### config.mk
export PLATFORM = sky130hd
export DESIGN_NAME = gregorian_days_between_dates_flat
export DESIGN_NICKNAME = d
export VERILOG_FILES = /design/src/hdl/gdbd_pkg.sv /design/src/hdl/gdbd_if.sv /design/src/hdl/gregorian_days_between_dates.sv /design/src/hdl/gdbd_ctrl.sv /design/src/hdl/gdbd_dpath.sv /design/src/flat_wrapper.sv
export VERILOG_INCLUDE_DIRS = /design/src /design/src/hdl
export SDC_FILE = /design/constraint.sdc
export NUM_CORES = 1
export LEC_CHECK = 0
export CORE_UTILIZATION = 60
export CTS_BUF_LIST = sky130_fd_sc_hd__clkbuf_4
export DETAILED_ROUTE_END_ITERATION = 8
export DONT_BUFFER_PORTS = 1
export PLACE_DENSITY = 0.86
export SLEW_MARGIN = 0
export SYNTH_ARGS = -nofsm -noshare
export SYNTH_HDL_FRONTEND = slang
export SYNTH_SLANG_ARGS = --single-unit
### constraint.sdc
create_clock -name clk -period 7.4 [get_ports clk]
set_clock_uncertainty 0.1 [all_clocks]
set_input_delay 0.37 -clock clk [delete_from_list [all_inputs] [get_ports clk]]
set_output_delay 0.37 -clock clk [all_outputs]
set_load 0.01 [all_outputs]
### src/hdl/gregorian_days_between_dates_defines.svh
// ----------------------------------------------------------------------------
// gregorian_days_between_dates_defines.svh
// Assertion macros shared by the date counter.
// ----------------------------------------------------------------------------
`ifndef GREGORIAN_DAYS_BETWEEN_DATES_DEFINES_SVH
`define GREGORIAN_DAYS_BETWEEN_DATES_DEFINES_SVH

// Condition that must hold at every clock edge out of reset.
`define GDBD_ASSERT(lbl, cond, msg) \
	lbl: assert property (@(posedge clk) disable iff (!arst_n) (cond)) else $error(msg);

// Trigger in one cycle implies a consequence in the next.
`define GDBD_ASSERT_NEXT(lbl, trig, cons, msg) \
	lbl: assert property (@(posedge clk) disable iff (!arst_n) (trig) |=> (cons)) \
		else $error(msg);

`endif

### src/hdl/gdbd_pkg.sv
// ----------------------------------------------------------------------------
// gdbd_pkg
// Types, constants and calendar helpers for the date counter.
// ----------------------------------------------------------------------------
package gdbd_pkg;

	localparam int DAY_W   = 5;
	localparam int MONTH_W = 4;
	localparam int YEAR_W  = 14;
	localparam int COUNT_W = 22;
	localparam int R400_W  = 9;

	localparam logic [COUNT_W-1:0] COUNT_MAX = {COUNT_W{1'b1}};
	localparam logic [YEAR_W-1:0]  YEAR_CYCLE = YEAR_W'(400);
	localparam logic [R400_W-1:0]  R400_LAST  = R400_W'(399);
	localparam logic [MONTH_W-1:0] MONTH_DEC  = MONTH_W'(12);
	localparam logic [MONTH_W-1:0] MONTH_JAN  = MONTH_W'(1);
	localparam logic [DAY_W-1:0]   DAY_FIRST  = DAY_W'(1);

	typedef enum logic [2:0] {
		ST_IDLE,
		ST_RED_S,
		ST_RED_E,
		ST_CHECK,
		ST_STEP,
		ST_FIN
	} state_t;

	typedef struct packed {
		logic load;
		logic red_s;
		logic red_e;
		logic check;
		logic step;
		logic fin;
	} ctrl_t;

	typedef struct packed {
		logic rem_ge;
		logic dates_ok;
		logic cur_lt_end;
	} status_t;

	// Leap year from the year reduced mod 400.
	function automatic logic leap_r400(input logic [R400_W-1:0] r);
		leap_r400 = (r[1:0] == 2'd0) && (r != R400_W'(100)) && (r != R400_W'(200))
			&& (r != R400_W'(300));
	endfunction

	// Month length; 0 for a month code that is not a month.
	function automatic logic [DAY_W-1:0] month_len(input logic [MONTH_W-1:0] m,
			input logic leap);
		unique case (m)
			4'd1, 4'd3, 4'd5, 4'd7, 4'd8, 4'd10, 4'd12: month_len = DAY_W'(31);
			4'd4, 4'd6, 4'd9, 4'd11:                    month_len = DAY_W'(30);
			4'd2:    month_len = leap ? DAY_W'(29) : DAY_W'(28);
			default: month_len = '0;
		endcase
	endfunction

	function automatic logic date_ok(input logic [DAY_W-1:0] d,
			input logic [MONTH_W-1:0] m, input logic [R400_W-1:0] r);
		logic [DAY_W-1:0] len;
		len = month_len(m, leap_r400(r));
		date_ok = (len != '0) && (d != '0) && (d <= len);
	endfunction

endpackage

### src/hdl/gdbd_if.sv
// ----------------------------------------------------------------------------
// gdbd_if
// Valid/ready channels for date pairs in and day counts out.
// ----------------------------------------------------------------------------
interface gdbd_req_if
	import gdbd_pkg::*;
();
	logic               valid;
	logic               ready;
	logic [DAY_W-1:0]   start_day;
	logic [MONTH_W-1:0] start_month;
	logic [YEAR_W-1:0]  start_year;
	logic [DAY_W-1:0]   end_day;
	logic [MONTH_W-1:0] end_month;
	logic [YEAR_W-1:0]  end_year;
	logic               include_end_day;

	modport source (output valid, start_day, start_month, start_year, end_day, end_month,
		end_year, include_end_day, input ready);
	modport sink (input valid, start_day, start_month, start_year, end_day, end_month,
		end_year, include_end_day, output ready);
endinterface

interface gdbd_rsp_if
	import gdbd_pkg::*;
();
	logic               valid;
	logic               ready;
	logic [COUNT_W-1:0] day_count;
	logic               invalid_date;

	modport source (output valid, day_count, invalid_date, input ready);
	modport sink (input valid, day_count, invalid_date, output ready);
endinterface

### src/hdl/gregorian_days_between_dates.sv
// ----------------------------------------------------------------------------
// gregorian_days_between_dates
// Counts Gregorian days from a start date to an end date by day stepping.
// ----------------------------------------------------------------------------
// Channel  Dir  Fields
// req      in   start/end day, month, year; include_end_day
// rsp      out  day_count, invalid_date
//
// After a transaction on req, the start year and then the end year are reduced
// mod 400, the dates are checked, and the day stepper runs one day per cycle
// up to the end date; invalid dates skip the stepping.
// The two years are first reduced mod 400 on one shared subtractor.
// req.ready is high only while idle; a finished result waits in the output
// register, and a next result waits in the sequencer until that one is taken.
// arst_n clears the sequencer and the output valid.
// ----------------------------------------------------------------------------
`include "gregorian_days_between_dates_defines.svh"

module gregorian_days_between_dates
	import gdbd_pkg::*;
(
	input  logic      clk,
	input  logic      arst_n,
	gdbd_req_if.sink  req,
	gdbd_rsp_if.source rsp
);

	ctrl_t   ctrl;
	status_t status;
	state_t  state;

	gdbd_ctrl u_ctrl (
		.clk       (clk),
		.arst_n    (arst_n),
		.req_valid (req.valid),
		.req_ready (req.ready),
		.rsp_valid (rsp.valid),
		.rsp_ready (rsp.ready),
		.status    (status),
		.ctrl      (ctrl),
		.state     (state)
	);

	gdbd_dpath u_dpath (
		.clk             (clk),
		.ctrl            (ctrl),
		.status          (status),
		.start_day       (req.start_day),
		.start_month     (req.start_month),
		.start_year      (req.start_year),
		.end_day         (req.end_day),
		.end_month       (req.end_month),
		.end_year        (req.end_year),
		.include_end_day (req.include_end_day),
		.day_count       (rsp.day_count),
		.invalid_date    (rsp.invalid_date)
	);

	`GDBD_ASSERT(a_invalid_zero, !(rsp.valid && rsp.invalid_date) || (rsp.day_count == '0),
		"invalid date with nonzero count")
	`GDBD_ASSERT_NEXT(a_busy_after_accept, req.valid && req.ready, !req.ready,
		"ready again right after accept")
	`GDBD_ASSERT_NEXT(a_fin_loads_out, ctrl.fin, rsp.valid && (state == ST_IDLE),
		"result not presented after finish")

endmodule

### src/hdl/gdbd_ctrl.sv
// ----------------------------------------------------------------------------
// gdbd_ctrl
// Sequencer: year reduction, validity check, day stepping, result hand-off.
// ----------------------------------------------------------------------------
module gdbd_ctrl
	import gdbd_pkg::*;
(
	input  logic    clk,
	input  logic    arst_n,
	input  logic    req_valid,
	output logic    req_ready,
	output logic    rsp_valid,
	input  logic    rsp_ready,
	input  status_t status,
	output ctrl_t   ctrl,
	output state_t  state
);

	state_t state_q, state_d;
	logic   out_valid_q;

	always_ff @(posedge clk or negedge arst_n) begin
		if (!arst_n) begin
			state_q     <= ST_IDLE;
			out_valid_q <= 1'b0;
		end else begin
			state_q <= state_d;
			if (ctrl.fin)
				out_valid_q <= 1'b1;
			else if (rsp_ready)
				out_valid_q <= 1'b0;
		end
	end

	always_comb begin
		state_d   = state_q;
		ctrl      = '0;
		req_ready = 1'b0;
		unique case (state_q)
			ST_IDLE: begin
				req_ready = 1'b1;
				if (req_valid) begin
					ctrl.load = 1'b1;
					state_d   = ST_RED_S;
				end
			end
			ST_RED_S: begin
				ctrl.red_s = 1'b1;
				if (!status.rem_ge)
					state_d = ST_RED_E;
			end
			ST_RED_E: begin
				ctrl.red_e = 1'b1;
				if (!status.rem_ge)
					state_d = ST_CHECK;
			end
			ST_CHECK: begin
				ctrl.check = 1'b1;
				state_d    = status.dates_ok ? ST_STEP : ST_FIN;
			end
			ST_STEP: begin
				ctrl.step = 1'b1;
				if (!status.cur_lt_end)
					state_d = ST_FIN;
			end
			ST_FIN: begin
				// wait until the output register is free
				if (!out_valid_q || rsp_ready) begin
					ctrl.fin = 1'b1;
					state_d  = ST_IDLE;
				end
			end
			default: state_d = ST_IDLE;
		endcase
	end

	assign rsp_valid = out_valid_q;
	assign state     = state_q;

endmodule

### src/hdl/gdbd_dpath.sv
// ----------------------------------------------------------------------------
// gdbd_dpath
// Date registers, mod-400 subtractor, day stepper and result register.
// ----------------------------------------------------------------------------
module gdbd_dpath
	import gdbd_pkg::*;
(
	input  logic               clk,
	input  ctrl_t              ctrl,
	output status_t            status,
	input  logic [DAY_W-1:0]   start_day,
	input  logic [MONTH_W-1:0] start_month,
	input  logic [YEAR_W-1:0]  start_year,
	input  logic [DAY_W-1:0]   end_day,
	input  logic [MONTH_W-1:0] end_month,
	input  logic [YEAR_W-1:0]  end_year,
	input  logic               include_end_day,
	output logic [COUNT_W-1:0] day_count,
	output logic               invalid_date
);

	logic [DAY_W-1:0]   cd_q, ed_q;
	logic [MONTH_W-1:0] cm_q, em_q;
	logic [YEAR_W-1:0]  cy_q, ey_q, rem_q;
	logic [R400_W-1:0]  cr_q, er_q;
	logic               inc_q, bad_q;
	logic [COUNT_W-1:0] cnt_q, cnt_out_q;
	logic               bad_out_q;

	logic [YEAR_W-1:0]  rem_sub;
	logic [DAY_W-1:0]   cur_len;
	logic               cnt_full;

	assign rem_sub  = rem_q - YEAR_CYCLE;
	assign cur_len  = month_len(cm_q, leap_r400(cr_q));
	assign cnt_full = (cnt_q == COUNT_MAX);

	assign status.rem_ge     = (rem_q >= YEAR_CYCLE);
	assign status.dates_ok   = date_ok(cd_q, cm_q, cr_q) && date_ok(ed_q, em_q, er_q);
	assign status.cur_lt_end = {cy_q, cm_q, cd_q} < {ey_q, em_q, ed_q};

	always_ff @(posedge clk) begin
		if (ctrl.load) begin
			cd_q  <= start_day;
			cm_q  <= start_month;
			cy_q  <= start_year;
			ed_q  <= end_day;
			em_q  <= end_month;
			ey_q  <= end_year;
			inc_q <= include_end_day;
			rem_q <= start_year;
			cnt_q <= '0;
			bad_q <= 1'b0;
		end
		if (ctrl.red_s || ctrl.red_e) begin
			if (status.rem_ge) begin
				rem_q <= rem_sub;
			end else if (ctrl.red_s) begin
				cr_q  <= rem_q[R400_W-1:0];
				rem_q <= ey_q;
			end else begin
				er_q <= rem_q[R400_W-1:0];
			end
		end
		if (ctrl.check)
			bad_q <= !status.dates_ok;
		if (ctrl.step) begin
			if (status.cur_lt_end) begin
				if (!cnt_full)
					cnt_q <= cnt_q + COUNT_W'(1);
				if (cd_q == cur_len) begin
					cd_q <= DAY_FIRST;
					if (cm_q == MONTH_DEC) begin
						cm_q <= MONTH_JAN;
						cy_q <= cy_q + YEAR_W'(1);
						cr_q <= (cr_q == R400_LAST) ? '0 : cr_q + R400_W'(1);
					end else begin
						cm_q <= cm_q + MONTH_W'(1);
					end
				end else begin
					cd_q <= cd_q + DAY_W'(1);
				end
			end else if (!cnt_full) begin
				cnt_q <= cnt_q + COUNT_W'(inc_q);
			end
		end
		if (ctrl.fin) begin
			cnt_out_q <= bad_q ? '0 : cnt_q;
			bad_out_q <= bad_q;
		end
	end

	assign day_count    = cnt_out_q;
	assign invalid_date = bad_out_q;

endmodule

### src/flat_wrapper.sv
// flat-port wrapper written by rule: the top's interface ports become plain ports
module gregorian_days_between_dates_flat import gdbd_pkg::*;
  (clk, arst_n, req_valid, req_start_day, req_start_month, req_start_year, req_end_day, req_end_month, req_end_year, req_include_end_day, req_ready, rsp_valid, rsp_day_count, rsp_invalid_date, rsp_ready);
  gdbd_req_if req_i ();
  gdbd_rsp_if rsp_i ();
  input  logic clk;
  input  logic arst_n;
  input wire logic [$bits(req_i.valid)-1:0] req_valid;
  input wire logic [$bits(req_i.start_day)-1:0] req_start_day;
  input wire logic [$bits(req_i.start_month)-1:0] req_start_month;
  input wire logic [$bits(req_i.start_year)-1:0] req_start_year;
  input wire logic [$bits(req_i.end_day)-1:0] req_end_day;
  input wire logic [$bits(req_i.end_month)-1:0] req_end_month;
  input wire logic [$bits(req_i.end_year)-1:0] req_end_year;
  input wire logic [$bits(req_i.include_end_day)-1:0] req_include_end_day;
  output wire logic [$bits(req_i.ready)-1:0] req_ready;
  output wire logic [$bits(rsp_i.valid)-1:0] rsp_valid;
  output wire logic [$bits(rsp_i.day_count)-1:0] rsp_day_count;
  output wire logic [$bits(rsp_i.invalid_date)-1:0] rsp_invalid_date;
  input wire logic [$bits(rsp_i.ready)-1:0] rsp_ready;
  assign req_i.valid = req_valid;
  assign req_i.start_day = req_start_day;
  assign req_i.start_month = req_start_month;
  assign req_i.start_year = req_start_year;
  assign req_i.end_day = req_end_day;
  assign req_i.end_month = req_end_month;
  assign req_i.end_year = req_end_year;
  assign req_i.include_end_day = req_include_end_day;
  assign req_ready = req_i.ready;
  assign rsp_valid = rsp_i.valid;
  assign rsp_day_count = rsp_i.day_count;
  assign rsp_invalid_date = rsp_i.invalid_date;
  assign rsp_i.ready = rsp_ready;
  gregorian_days_between_dates u_core (.clk(clk), .arst_n(arst_n), .req(req_i), .rsp(rsp_i));
endmodule
**Word level (Yosys, flattened, before mapping)**

Index checks and enable logic that the tools add are counted.

- Register bits: 129
- Bits in latches: 0
- Bits in writable memories: 0
- Bits in read-only memories: 0
- Input port bits: 51
- Output and inout bits: 25
- Logic and storage cells: 157
- Memories: 0

- $add $sub $neg: 7
- Multiply operators: 0
- Divide/modulo/power cells: 0
- Order comparisons: 4
- Equality and inequality tests: 43
- Shift operators: 0
- Muxes and demuxes: 55
- Bitwise logic cells: 2
- Reduce and logical (&&, ||, !) cells: 30

Operator list:

| operator | number |
|---|---|
| 14-bit 2-to-1 mux | 9 |
| 22-bit 2-to-1 mux | 5 |
| 9-bit 2-to-1 mux | 8 |
| 4-bit equality test, second input constant | 10 |
| 4-bit by 3-bit equality test with 1-bit output, second input constant | 8 |
| 5-bit one-hot mux with 3 select lines | 2 |
| 23-bit less-than comparator | 1 |
| 22-bit by 1-bit adder with 22-bit output | 1 |
| 22-bit by 1-bit adder with 22-bit output, second input constant | 1 |
| 22-bit equality test, second input constant | 1 |
| 4-bit 2-to-1 mux | 5 |
| 5-bit 2-to-1 mux | 4 |
| 5-bit nonzero test | 4 |
| 9-bit by 7-bit != test with 1-bit output, second input constant | 2 |
| 9-bit by 8-bit != test with 1-bit output, second input constant | 2 |
| 9-bit != test, second input constant | 2 |
| 3-bit one-hot mux with 6 select lines | 1 |
| 4-bit by 2-bit equality test with 1-bit output, second input constant | 4 |
| 1-bit 2-to-1 mux | 16 |
| 3-bit 2-to-1 mux | 5 |
| 14-bit by 1-bit adder with 14-bit output, second input constant | 1 |
| 14-bit by 9-bit greater-or-equal comparator with 1-bit output, second input constant | 1 |
| 7-bit OR reduction | 2 |
| 14-bit by 9-bit subtractor with 14-bit output, second input constant | 1 |
| other kinds (21) | 45 |

**Logic depth before layout (Yosys ltp)**

Gate-level depths: netlist (run 1).

- Depth in word-level cells: 12
- Mapped depth: 16
- Gate-level depth less buffers: 15

**By module**

A second synthesis (run 1) with hierarchy kept.

- Cells, all modules: 759
- Area, all modules: 7372.1 um^2

Modules (own cells, without submodules):

| module | times used | cells each | area each (um^2) | sequential area each (um^2) |
|---|---|---|---|---|
| gdbd_dpath | 1 | 728 | 7104.3 | 3113.0 |
| gdbd_ctrl | 1 | 31 | 267.8 | 100.1 |

**Worst setup path after synthesis (run 1)**

Ideal clock, no wire load.

- Path type: reg-to-reg
- Start point: register u_core.u_dpath.cm_q[0]
- End point: register u_core.u_dpath.cr_q[3]
- Setup time: 0.122 ns
- Data arrival time: 2.771 ns
- Required time: 7.178 ns
- Slack: 4.408 ns
- Stages on the path, launching flop included: 16
- Buffers on the path: 1
- Period minus slack after synthesis: 2.992 ns
- Cells stage by stage: dfxtp_1 > inv_1 > ha_1 > nor3_1 > a21oi_1 > or2_2 > o21ai_0 > ha_1 > nand4_1 > inv_1 > nand2_1 > nor2_1 > nor4b_4 > buf_4 > o22ai_1 > a221o_1

- Cells in the longest elaborated chain, start to end: 7
- Elaborated cells on any way between the ends: 21
- Those cells by class: 1 x order compare; 13 x eq/ne; 5 x mux; 2 x reduce/logical

Ends and longest elaborated chain:

| item | line | RTL |
|---|---|---|
| from (decl) | gdbd_dpath.sv:23 | `logic [MONTH_W-1:0] cm_q, em_q;` |
| from (signal assigned) | gdbd_dpath.sv:45 | `cm_q <= start_month;` |
| from (signal assigned) | gdbd_dpath.sv:78 | `cm_q <= cm_q + MONTH_W'(1);` |
| 4-bit equality test, or another cell as far along | gdbd_pkg.sv:53, gdbd_dpath.sv:73 |  |
| 7-bit OR reduction or 4-bit OR reduction (tied branches) | gdbd_pkg.sv:53 | `unique case (m)` |
| 5-bit one-hot mux with 3 select lines | gdbd_pkg.sv:53 |  |
| 5-bit equality test | gdbd_dpath.sv:71 | `if (cd_q == cur_len) begin` |
| 9-bit 2-to-1 mux | gdbd_dpath.sv:71 |  |
| 9-bit 2-to-1 mux (*) | gdbd_dpath.sv:68 | `if (status.cur_lt_end) begin` |
| 9-bit 2-to-1 mux (*) | gdbd_dpath.sv:67 | `if (ctrl.step) begin` |
| to (signal assigned) | gdbd_dpath.sv:59 | `cr_q <= rem_q[R400_W-1:0];` |
| to (signal assigned) | gdbd_dpath.sv:76 | `cr_q <= (cr_q == R400_LAST) ? '0 : cr_q + R400_W'(1);` |
| to (decl) | gdbd_dpath.sv:25 | `logic [R400_W-1:0] cr_q, er_q;` |

Every way passes the cells marked *; elsewhere a longest branch is shown, timed or not.
A chain may end at the register's enable or synchronous reset.

**Worst setup path after layout (run 1)**

- Start point: register u_core.u_dpath.cm_q[0]
- End point: register u_core.u_dpath.cy_q[6]

- Cells in the longest elaborated chain, start to end: 7
- Elaborated cells on any way between the ends: 21
- Those cells by class: 1 x order compare; 13 x eq/ne; 5 x mux; 2 x reduce/logical

Ends and longest elaborated chain:

| item | line | RTL |
|---|---|---|
| 4-bit equality test, or another cell as far along | gdbd_pkg.sv:53, gdbd_dpath.sv:73 |  |
| 7-bit OR reduction or 4-bit OR reduction (tied branches) | gdbd_pkg.sv:53 |  |
| 5-bit one-hot mux with 3 select lines | gdbd_pkg.sv:53 |  |
| 5-bit equality test | gdbd_dpath.sv:71 |  |
| 14-bit 2-to-1 mux | gdbd_dpath.sv:71 |  |
| 14-bit 2-to-1 mux (*) | gdbd_dpath.sv:68 |  |
| 14-bit 2-to-1 mux (*) | gdbd_dpath.sv:67 |  |
| to (signal assigned) | gdbd_dpath.sv:46 | `cy_q <= start_year;` |
| to (signal assigned) | gdbd_dpath.sv:75 | `cy_q <= cy_q + YEAR_W'(1);` |
| to (decl) | gdbd_dpath.sv:24 | `logic [YEAR_W-1:0] cy_q, ey_q, rem_q;` |

Marked as above.

==> reports/metrics.json, run 1 <==
{
  "tritoncts": "done",
  "worst_slew_pin_slew_ps": 960,
  "grt.total_usage_pct": 29.1,
  "ant_cells": 0,
  "worstPathCellList": "inv_1, ha_1, nor3_1, a21oi_1, or2_2, o21ai_0, ha_1, nand4_1, inv_1, nand2_1, nor2_1, nor4b_4, buf_4, or2_2, a21oi_1, a311oi_1",
  "synth_flop_cell": "sky130_fd_sc_hd__dfxtp_1",
  "nets": 931,
  "rsz_0062_raised_after_global_routing": "no",
  "postSynthRegisterBits": 129,
  "wirelength_um": 17600,
  "yosys-top-cells-area": "sky130_fd_sc_hd__edfxtp_1 25%, sky130_fd_sc_hd__dfxtp_1 18%, sky130_fd_sc_hd__ha_1 7.9%",
  "post_route_cells_drive_above_1_share_pct": 6.85,
  "cp.buffers_inverters": 3,
  "slew_headroom_pct": 36.0,
  "drt.antenna.violating_nets": 0,
  "cts_htree_levels": 4,
  "pwr_density_cell_mw_per_mm2": 395,
  "worst_skew_pair.late_latency_ps": 580,
  "synth_largest_type_area_fraction_pct": 25.2,
  "multi_input_area_mm2": 0.00374,
  "n_fill_cell": 856,
  "detailroute.via_count": 6309,
  "fp.dieW_um": 112,
  "cts_hold_repair.buffers": 50,
  "grt_antenna_before_repair": 0,
  "failed_checks": "design-rule violations",
  "io_buffers": 0,
  "maxUsedRoutingLayer": "met4",
  "routedLengthMet1_um": 7240,
  "whs_path_depth": 3,
  "path_class": "reg -> reg",
  "initial_core_util_pct": 62.5,
  "power.combinational.fraction_pct": 42.9,
  "holdPathEnd": "u_core.u_dpath.cy_q[1]",
  "power.total_uw": 3210,
  "yosys.cell_count.top_type": "sky130_fd_sc_hd__nand2_1",
  "critical_path.top_delay_family": "simple AND/OR/NAND/NOR gates",
  "switching_share_pct": 43.5,
  "r2r_slack_ps": 3580,
  "crit_path_end_kind": "flip-flop",
  "r2r-start": "u_core.u_dpath.cm_q[0]",
  "routabilityCongestion": 0.914,
  "pin_count": 76,
  "hold_path_startpoint": "req_start_year[1]",
  "hold_viol_final": 0,
  "cap_violations": 0,
  "synth_largest_area_cell": "sky130_fd_sc_hd__edfxtp_1",
  "final.period_utilization_pct": 51.6,
  "global_route_wire_length_before_repair_um": 28700,
  "post_drt_wl_per_cell_um": 17.8,
  "grt_remaining_overflow": 0,
  "critPathMaxFanout": 34,
  "post_synth_edffs": 61,
  "drt-initial-drc-count": 518,
  "detailedRoute.firstPassIterationCount": 9,
  "place_hpwl_um": 12400,
  "vdd_drop_max_mv": 0.297,
  "die_y_um": 112,
  "syn_area_per_cell_um2": 9.22,
  "final_period_minus_worst_setup_slack_ps": 3820,
  "cts_inserted_buffers": 17,
  "internal-power_uw": 1810,
  "synthesis.area_mm2": 0.00726,
  "syn_to_final_growth_pct": 12.0,
  "vias_per_cell": 6.37,
  "timing.rr.end": "u_core.u_dpath.cy_q[6]",
  "cts-root-buf": "sky130_fd_sc_hd__clkbuf_4",
  "syn-num-nets": 885,
  "ctsLongestPathBuffers": 2,
  "fp.dieArea_mm2": 0.0125,
  "drc": 4,
  "worst_path_largest_cell_delay_ps": 470,
  "cp_startpoint_kind": "flip-flop",
  "power.share.clock_pct": 15.6,
  "hold_path.class": "in -> reg",
  "run_status": "finished with violations",
  "power.leakage_uw": 0.00318,
  "postSynthCellCount": 788,
  "clock_sinks": 129,
  "clk_pin_slew_worst_paths_ps": 120,
  "post_synth_arst_share_pct": 3.10,
  "cp.required_ps": 7770,
  "synth_commonest_cells": "91 x sky130_fd_sc_hd__nand2_1, 64 x sky130_fd_sc_hd__dfxtp_1, 61 x sky130_fd_sc_hd__edfxtp_1",
  "clock.fmax_mhz": 262,
  "power.sequential.fraction_pct": 41.5,
  "post_synth_num_cell_types": 66,
  "routed-wl-met2_um": 8760,
  "final.setup.tns_ps": 0,
  "core-area_mm2": 0.0116,
  "number_of_global_route_vias_before_repair": 6031,
  "final_max_slew_viol_count": 0,
  "postCtsResizedCells": 0,
  "site_row_count": 39,
  "crit_arrival_ps": 4200,
  "cts_setup_buffers": 0,
  "largest_net_degree_at_the_start_of_global_routing": 54,
  "register_area_mm2": 0.00321,
  "yosysSeqAreaShare_pct": 44.2,
  "synthesis.yosys.warnings": 0,
  "net_load_switching_power_uw": 1390,
  "worst_r2r_path_depth": 16,
  "cp_max_delay_cell": "sky130_fd_sc_hd__dfxtp_1",
  "timing.final.setup_violations": 0,
  "routed-wl-met3_um": 1140
}
[worst max-delay path by stage]
| stage | slack (ps) | start | endpoint | cells past startpoint |
|---|---|---|---|---|
| CTS | 3620 | u_core.u_dpath.cm_q[0] | u_core.u_dpath.cy_q[6] | 16 |
| global route | 3360 | u_core.u_dpath.cm_q[0] | u_core.u_dpath.cy_q[6] | 16 |
| finish | 3580 | u_core.u_dpath.cm_q[0] | u_core.u_dpath.cy_q[6] | 16 |
| global placement | 3990 | u_core.u_dpath.cm_q[0] | u_core.u_dpath.cy_q[6] | 16 |
| detailed placement | 3660 | u_core.u_dpath.cm_q[0] | u_core.u_dpath.cy_q[6] | 16 |
| floorplan | 4410 | u_core.u_dpath.cm_q[0] | u_core.u_dpath.cr_q[3] | 15 |
[power groups by stage]
stage | clock network [uW] | registers [uW] | logic, uW
6_report | 500 | 1330 | 1380
5_1_grt | 530 | 1370 | 1540
3_3_place_gp | 0 | 1320 | 1250
3_5_place_dp | 0 | 1330 | 1330
2_1_floorplan | 0 | 1210 | 1100
4_1_cts | 501 | 1320 | 1360
[per-layer routing]
metal  track usage (%)  vias up
met5                 0        -
met4              12.4        0
met3              6.59       43
met2              50.5      269
met1              34.8     2979
li1                  -     3018
[cell families after synthesis]
group                      synth area share [%]
and+or+nand+nor                            23.0
AOI/OAI and AO/OA                          17.0
DFF                                        44.2
buffers and inverters                      4.25
adders and majority gates                  7.92
muxes                                      2.53
xor gates and xnor gates                   1.09
[worst reg2reg max path, delay by kind of cell (launching register included)]
family                   cells  cell delay (ps)
buffers and inverters        3              570
flip-flops                   1              470
adder cells (fa/ha/maj)      2              470
AO/OA/AOI/OAI                4              610
AND/OR/NAND/NOR              7             1500
[through the flow]
| stage | instance area [um^2] | worst slack (ps) | hold WS [ps] | util, % | std cells |
|---|---|---|---|---|---|
| after global placement | 7340 | 3990 | -25.3 | 63.2 | 908 |
| after global routing | 8130 | 3360 | 99.7 | 70.0 | 990 |
| after detailed placement | 7340 | 3660 | -25.3 | 63.2 | 908 |
| after floorplan | 7260 | 4410 | -25.6 | - | 788 |
| after CTS | 8130 | 3620 | 51.8 | 70.0 | 990 |
| final | 8130 | 3580 | 71.9 | 70.0 | 990 |
[sequential cells by signal (all words and copies together), names as in the netlist, 3 cells and up]
register	count
u_core.u_dpath.ed_q	5
u_core.u_dpath.day_count	22
u_core.u_dpath.cm_q	4
u_core.u_dpath.rem_q	14
u_core.u_dpath.cy_q	14
u_core.u_dpath.ey_q	14
u_core.u_dpath.cd_q	5
u_core.u_dpath.cnt_q	22
u_core.u_dpath.cr_q	9
u_core.u_ctrl.state	3
u_core.u_dpath.em_q	4
u_core.u_dpath.er_q	9
[cell usage in the layout, fill, tap and decap left out, types with 6 or more instances in the layout]
cell,count
sky130_fd_sc_hd__nand2_1,91
sky130_fd_sc_hd__dfxtp_1,64
sky130_fd_sc_hd__edfxtp_1,61
sky130_fd_sc_hd__nor2_1,60
sky130_fd_sc_hd__a21oi_1,52
sky130_fd_sc_hd__dlygate4sd3_1,50
sky130_fd_sc_hd__inv_1,47
sky130_fd_sc_hd__ha_1,46
sky130_fd_sc_hd__nand3_1,43
sky130_fd_sc_hd__o21ai_0,35
sky130_fd_sc_hd__nor2b_1,23
sky130_fd_sc_hd__clkbuf_4,19
sky130_fd_sc_hd__mux2i_1,15
sky130_fd_sc_hd__nor3_1,14
sky130_fd_sc_hd__nand4_1,14
sky130_fd_sc_hd__and3_1,14
sky130_fd_sc_hd__o211ai_1,12
sky130_fd_sc_hd__a211oi_1,12
sky130_fd_sc_hd__a31oi_1,12
sky130_fd_sc_hd__or2_2,9
sky130_fd_sc_hd__nand2b_1,8
sky130_fd_sc_hd__and2_1,8
sky130_fd_sc_hd__a311oi_1,7
sky130_fd_sc_hd__o22ai_1,7
sky130_fd_sc_hd__a21o_1,7
sky130_fd_sc_hd__nor4_1,6
sky130_fd_sc_hd__or3_1,6
sky130_fd_sc_hd__xor2_1,6
[area by class of cell]
cell class,count,share of cell area [%]
Clock buffer,19,1.75
Tap cell,143,2.20
Timing Repair Buffer,54,6.52
Clock inverter,13,1.78
Multi-Input combinational cell,584,46.0
Inverter,48,2.22
Sequential cell,129,39.5
(Power assumes the default switching activity.)
==> inputs of run 2 (changes only) <==
==> constraint.sdc (replaced) <==
create_clock -name clk -period 3.92 [get_ports clk]
set_clock_uncertainty 0.1 [all_clocks]
set_input_delay 0.196 -clock clk [delete_from_list [all_inputs] [get_ports clk]]
set_output_delay 0.196 -clock clk [all_outputs]
set_load 0.01 [all_outputs]
==> reports/metrics.json, run 2 (synthesis gave the netlist of run 1 again) <==
{
  "grt_remaining_overflow": 0,
  "crit_arrival_ps": 4040,
  "timing.final.setup_violations": 0,
  "worst_skew_pair.late_latency_ps": 570,
  "syn_to_final_growth_pct": 12.5,
  "power.share.clock_pct": 14.1,
  "run_status": "finished with violations",
  "critPathMaxFanout": 34,
  "internal-power_uw": 3340,
  "clock.fmax_mhz": 271,
  "pwr_density_cell_mw_per_mm2": 740,
  "drc": 4,
  "grt_antenna_before_repair": 1,
  "pin_count": 76,
  "final_critical_path_setup_slack_ps": 235,
  "worst_slew_pin_slew_ps": 973,
  "r2r_slack_ps": 240,
  "layout_common_cells": "91 x sky130_fd_sc_hd__nand2_1, 63 x sky130_fd_sc_hd__dfxtp_1, 61 x sky130_fd_sc_hd__edfxtp_1, 60 x sky130_fd_sc_hd__nor2_1, 52 x sky130_fd_sc_hd__a21oi_1",
  "drt.antenna.violating_nets": 0,
  "core-area_mm2": 0.0116,
  "final.setup.tns_ps": 0,
  "largest_net_degree_at_the_start_of_global_routing": 35,
  "site_row_count": 39,
  "detailedRoute.firstPassIterationCount": 9,
  "post_route_cells_drive_above_1_share_pct": 7.97,
  "number_of_global_route_vias_before_repair": 6142,
  "cp_startpoint_kind": "flip-flop",
  "final_period_minus_worst_setup_slack_ps": 3680,
  "r2r-start": "u_core.u_dpath.cm_q[1]",
  "initial_core_util_pct": 62.5,
  "global_route_wire_length_before_repair_um": 29200,
  "path_class": "reg -> reg",
  "drt-initial-drc-count": 465,
  "io_buffers": 0,
  "ctsLongestPathBuffers": 2,
  "final.period_utilization_pct": 94.0,
  "cp.required_ps": 4280,
  "switching_share_pct": 44.8,
  "routabilityCongestion": 0.913,
  "cts_htree_levels": 4,
  "grt.total_usage_pct": 29.5,
  "layout_commonest_cell": "sky130_fd_sc_hd__nand2_1",
  "critical_path.startpoint": "u_core.u_dpath.cm_q[1]",
  "wirelength_um": 18000,
  "vdd_drop_max_mv": 0.401,
  "tritoncts": "done",
  "hold_path_startpoint": "req_valid",
  "cts-root-buf": "sky130_fd_sc_hd__clkbuf_4",
  "final_max_slew_viol_count": 0,
  "failed_checks": "design-rule violations",
  "crit_path_end_kind": "flip-flop",
  "power.leakage_uw": 0.00320,
  "power.total_uw": 6040,
  "place_hpwl_um": 12300,
  "net_load_switching_power_uw": 2710,
  "hold_path.class": "in -> reg",
  "vias_per_cell": 6.44,
  "place_worst_setup_slack_ps": 220,
  "hold_viol_final": 0,
  "cap_violations": 0,
  "power.sequential.fraction_pct": 41.8,
  "detailroute.via_count": 6417,
  "post_drt_wl_per_cell_um": 18.1,
  "fp.dieArea_mm2": 0.0125,
  "slew_headroom_pct": 35.1,
  "die_y_um": 112,
  "power.combinational.fraction_pct": 44.1,
  "clock_sinks": 129,
  "clk_pin_slew_worst_paths_ps": 130,
  "cts_inserted_buffers": 17,
  "fp.dieW_um": 112,
  "nets": 937
}
## run 2: changes by cell type in the layout (fill, tap and decap cells not counted), sizes merged
| cell | before | now |
|---|---|---|
| diode | 0 | 1 |
| bufinv | 3 | 1 |
| buf | 4 | 9 |
| clkbuf | 19 | 17 |
| dlygate4sd3 | 50 | 51 |
| inv | 48 | 52 |
## run 2: metal layers
metal	global-route usage, %	part of all wire [%]	vias up	wire (um)
met4	14.1	2.7	0	484
met1	35.1	41	3025	7410
met2	50.3	49	317	8870
met5	0	0	-	0
li1	-	-	3022	-
met3	7.18	6.9	53	1250
## run 2: final timing paths
path | to | cells past startpoint
max in group asynchronous | u_core.u_ctrl.state[0] | 2
setup / recovery | u_core.u_dpath.cy_q[7] | 16
hold / removal | u_core.u_dpath.ey_q[4] | 2
hold reg to reg | u_core.u_dpath.cy_q[13] | 2
setup reg to reg | u_core.u_dpath.cy_q[7] | 16
min in group asynchronous | u_core.u_ctrl.state[1] | 2
## run 2: timing repair
action / 4_1_cts / 5_1_grt
hold buffers: 51 / 0
hold endpoints to repair: 66 / 0
buffers inserted: 0 / 0
gates resized for setup: 0 / 6
setup endpoints to repair: 0 / 20
## run 2: power by group through the flow
stage	Sequential [uW]	Clock, uW	Combinational, uW
2_1_floorplan	2290	0	2080
3_3_place_gp	2500	0	2390
3_5_place_dp	2520	0	2540
4_1_cts	2490	862	2600
5_1_grt	2580	929	2950
6_report	2520	854	2670
## run 2: area by class of cell
type	instances	area [um^2]
Timing Repair Buffer	60	586
Multi-Input combinational cell	584	3750
Tap cell	143	179
Sequential cell	129	3210
Clock inverter	15	135
Inverter	48	180
Clock buffer	17	128
Fill cell	852	3440
Antenna cell	1	2.50
## run 2: critical path, cell delays in order (launching register included)
cell and delay, ps:
sky130_fd_sc_hd__dfxtp_1 460, sky130_fd_sc_hd__inv_1 120, sky130_fd_sc_hd__ha_1 230, sky130_fd_sc_hd__nor3_1 200, sky130_fd_sc_hd__a21oi_1 50, sky130_fd_sc_hd__or2_2 300, sky130_fd_sc_hd__o21ai_1 200, sky130_fd_sc_hd__ha_1 200
sky130_fd_sc_hd__nand4_1 130, sky130_fd_sc_hd__inv_1 90, sky130_fd_sc_hd__nand2_1 120, sky130_fd_sc_hd__nor2_1 210, sky130_fd_sc_hd__nor4b_4 280, sky130_fd_sc_hd__buf_8 250, sky130_fd_sc_hd__or2_4 230, sky130_fd_sc_hd__a21oi_1 80
sky130_fd_sc_hd__a311oi_1 300
## run 2: per-stage QoR
step,cell area [um^2],std cells,utilization (%),hold slack (ps)
after global placement,7380,913,63.6,-199
after global routing,8170,997,70.4,71.3
after detailed placement,7380,913,63.6,-199
after CTS,8150,996,70.2,40.1
after floorplan,7260,788,-,-200
final,8170,997,70.4,75.0
==> inputs of run 3 (changes only) <==
--- a/config.mk
+++ b/config.mk
@@ -6,6 +6,7 @@
 export SDC_FILE = /design/constraint.sdc
 export NUM_CORES = 1
 export LEC_CHECK = 0
+export ABC_AREA = 1
 export CORE_UTILIZATION = 60
 export CTS_BUF_LIST = sky130_fd_sc_hd__clkbuf_4
 export DETAILED_ROUTE_END_ITERATION = 8
==> reports/metrics.json, run 3 <==
{
  "grt.total_usage_pct": 28.6,
  "drt.antenna.violating_nets": 0,
  "grt_remaining_overflow": 0,
  "initial_core_util_pct": 61.5,
  "wirelength_um": 19000,
  "grt_antenna_before_repair": 1,
  "hold_path.class": "in -> reg",
  "synth_largest_type_area_fraction_pct": 22.6,
  "final_cells": 1314,
  "pin_count": 76,
  "clock_sinks": 129,
  "routed-wl-met3_um": 1300,
  "core-area_mm2": 0.0132,
  "syn_to_final_growth_pct": 11.2,
  "ctsLongestPathBuffers": 2,
  "syn_area_per_cell_um2": 7.51,
  "synth_commonest_cells": "318 x sky130_fd_sc_hd__nand2_1, 136 x sky130_fd_sc_hd__inv_1, 101 x sky130_fd_sc_hd__nor2_1",
  "yosys-top-cells-area": "sky130_fd_sc_hd__edfxtp_1 23%, sky130_fd_sc_hd__dfxtp_1 16%, sky130_fd_sc_hd__nand2_1 15%",
  "io_buffers": 0,
  "cts_hold_repair.buffers": 51,
  "postSynthCellCount": 1081,
  "dp_cells": 1230,
  "detailedRoute.firstPassIterationCount": 7,
  "crit_arrival_ps": 3370,
  "cts-root-buf": "sky130_fd_sc_hd__clkbuf_4",
  "multi_input_area_mm2": 0.00418,
  "yosys.cell_count.top_type": "sky130_fd_sc_hd__nand2_1",
  "timing.final.setup_violations": 0,
  "path_class": "reg -> reg",
  "nets": 1221,
  "n_fill_cell": 1045,
  "worst_skew_pair.late_latency_ps": 570,
  "site_row_count": 42,
  "routabilityCongestion": 0.889,
  "post-route-cell-area_mm2": 0.00902,
  "cap_violations": 0,
  "synthesis.area_mm2": 0.00811,
  "rsz_0062_raised_after_global_routing": "no",
  "maxUsedRoutingLayer": "met4",
  "hold_viol_final": 0,
  "post_route_cells_drive_above_1_share_pct": 7.04,
  "post_synth_edffs": 61,
  "global_route_wire_length_before_repair_um": 31600,
  "fp.dieW_um": 118,
  "final.period_utilization_pct": 76.6,
  "layout_common_cells": "318 x sky130_fd_sc_hd__nand2_1, 136 x sky130_fd_sc_hd__inv_1, 100 x sky130_fd_sc_hd__nor2_1, 74 x sky130_fd_sc_hd__o21ai_0, 64 x sky130_fd_sc_hd__dfxtp_1",
  "cp.required_ps": 4280,
  "syn-num-nets": 1178,
  "vias_per_cell": 5.48,
  "run_status": "completed",
  "drt-initial-drc-count": 663,
  "post_synth_num_cell_types": 42,
  "slew_headroom_pct": 22.9,
  "finish.utilization_pct": 68.4,
  "detailroute.via_count": 7197,
  "tritoncts": "done",
  "pwr_density_cell_mw_per_mm2": 750,
  "post_synth_arst_share_pct": 3.10,
  "crit_path_end_kind": "flip-flop",
  "synth_largest_area_cell": "sky130_fd_sc_hd__edfxtp_1",
  "routed-wl-met2_um": 9480,
  "postCtsResizedCells": 0,
  "cts_setup_buffers": 0,
  "postSynthRegisterBits": 129,
  "final.setup.tns_ps": 0,
  "fp.dieArea_mm2": 0.0140,
  "area_post_placement_mm2": 0.00818,
  "cp_startpoint_kind": "flip-flop",
  "largest_net_degree_at_the_start_of_global_routing": 66,
  "final_period_minus_worst_setup_slack_ps": 3000,
  "number_of_global_route_vias_before_repair": 6829,
  "yosysSeqAreaShare_pct": 39.6,
  "power.total_uw": 6760,
  "clk_pin_slew_worst_paths_ps": 120,
  "register_area_mm2": 0.00321,
  "cts_inserted_buffers": 17,
  "routedLengthMet1_um": 7690,
  "post_drt_wl_per_cell_um": 14.5,
  "critPathMaxFanout": 36,
  "drc": 0,
  "clock.fmax_mhz": 333,
  "layout_commonest_cell": "sky130_fd_sc_hd__nand2_1",
  "worst_slew_pin_slew_ps": 1150,
  "die_y_um": 118,
  "final_max_slew_viol_count": 0,
  "synthesis.yosys.warnings": 0,
  "place_hpwl_um": 13100,
  "vdd_drop_max_mv": 0.407,
  "synth_flop_cell": "sky130_fd_sc_hd__dfxtp_1",
  "power.leakage_uw": 0.00421,
  "cts_htree_levels": 4
}
run 3: changes by cell type in the layout (fill, tap and decap cells not counted), sizes merged, moves of 8 or more:
cell | previous run | this run
a211oi | 12 | 0
a21oi | 52 | 21
a31oi | 12 | 0
and3 | 14 | 0
inv | 52 | 144
mux2i | 15 | 0
nand2 | 92 | 329
nand2b | 8 | 0
nand3 | 43 | 66
nor2 | 61 | 114
nor2b | 23 | 0
o21ai | 35 | 98
xor2 | 6 | 41
run 3: worst paths after layout:
kind                                       endpoint  cells after the start                startpoint  slack, ps
setup / recovery            u_core.u_dpath.cy_q[10]                     16    u_core.u_dpath.cm_q[0]        920
hold / removal              u_core.u_dpath.ey_q[13]                      1          req_end_year[13]        140
setup reg to reg            u_core.u_dpath.cy_q[10]                     16    u_core.u_dpath.cm_q[0]        920
hold reg to reg            u_core.u_dpath.cnt_q[21]                      2  u_core.u_dpath.cnt_q[21]        390
max in group asynchronous    u_core.u_ctrl.state[2]                      2                    arst_n       3190
min in group asynchronous   u_core.u_ctrl.rsp_valid                      2                    arst_n        350
run 3: cell families (layout without fill, tap and decap cells):
kind of cell / Yosys count / in the layout / synth area share, %
and+or+nand+nor: 541 / 541 / 29.3
DFF: 129 / 129 / 39.6
other: 0 / 1 / 0
adders and majority gates: 46 / 46 / 7.09
AOI/OAI and AO/OA: 142 / 142 / 9.67
buffers and inverters: 174 / 230 / 9.02
xor gates and xnor gates: 49 / 49 / 5.29
run 3: per-stage QoR:
stage | setup slack [ps] | hold slack (ps)
2_1_floorplan | 1540 | -200
3_3_place_gp | 1110 | -199
3_5_place_dp | 995 | -199
4_1_cts | 962 | 106
5_1_grt | 613 | 96.1
6_report | 916 | 141
run 3: worst max-delay path, cell delays in order (launching register included):
cell and delay [ps]:
sky130_fd_sc_hd__dfxtp_1 460, sky130_fd_sc_hd__inv_1 120, sky130_fd_sc_hd__ha_1 270, sky130_fd_sc_hd__nor2_1 110
sky130_fd_sc_hd__nor2_1 50, sky130_fd_sc_hd__nor2_1 150, sky130_fd_sc_hd__nand3_1 130, sky130_fd_sc_hd__inv_1 130
sky130_fd_sc_hd__ha_1 150, sky130_fd_sc_hd__nand2_1 70, sky130_fd_sc_hd__nor2_1 130, sky130_fd_sc_hd__nand2_1 160
sky130_fd_sc_hd__nor2_1 140, sky130_fd_sc_hd__buf_4 220, sky130_fd_sc_hd__nand2_4 250, sky130_fd_sc_hd__nor2_1 180
sky130_fd_sc_hd__nor2_1 70
run 3: routing by layer:
layer,vias up,track usage [%]
li1,3572,-
met1,3290,33.9
met2,285,48.9
met3,50,6.47
met4,0,14.1
met5,-,0
run 3: cell type report:
cell class              count  share of cell area (%)
diodes                      1                  0.0277
clock buffers              19                    1.58
clock inverters            13                    2.12
inverters                 144                    6.02
multi-input cells         778                    46.3
flip-flops and latches    129                    35.6
well taps                 176                    2.44
repair buffers             54                    5.91
run 3: power breakdown:
group,internal [uW],switching [uW]
sequential,1960,567
clock,575,501
combinational,1120,2030
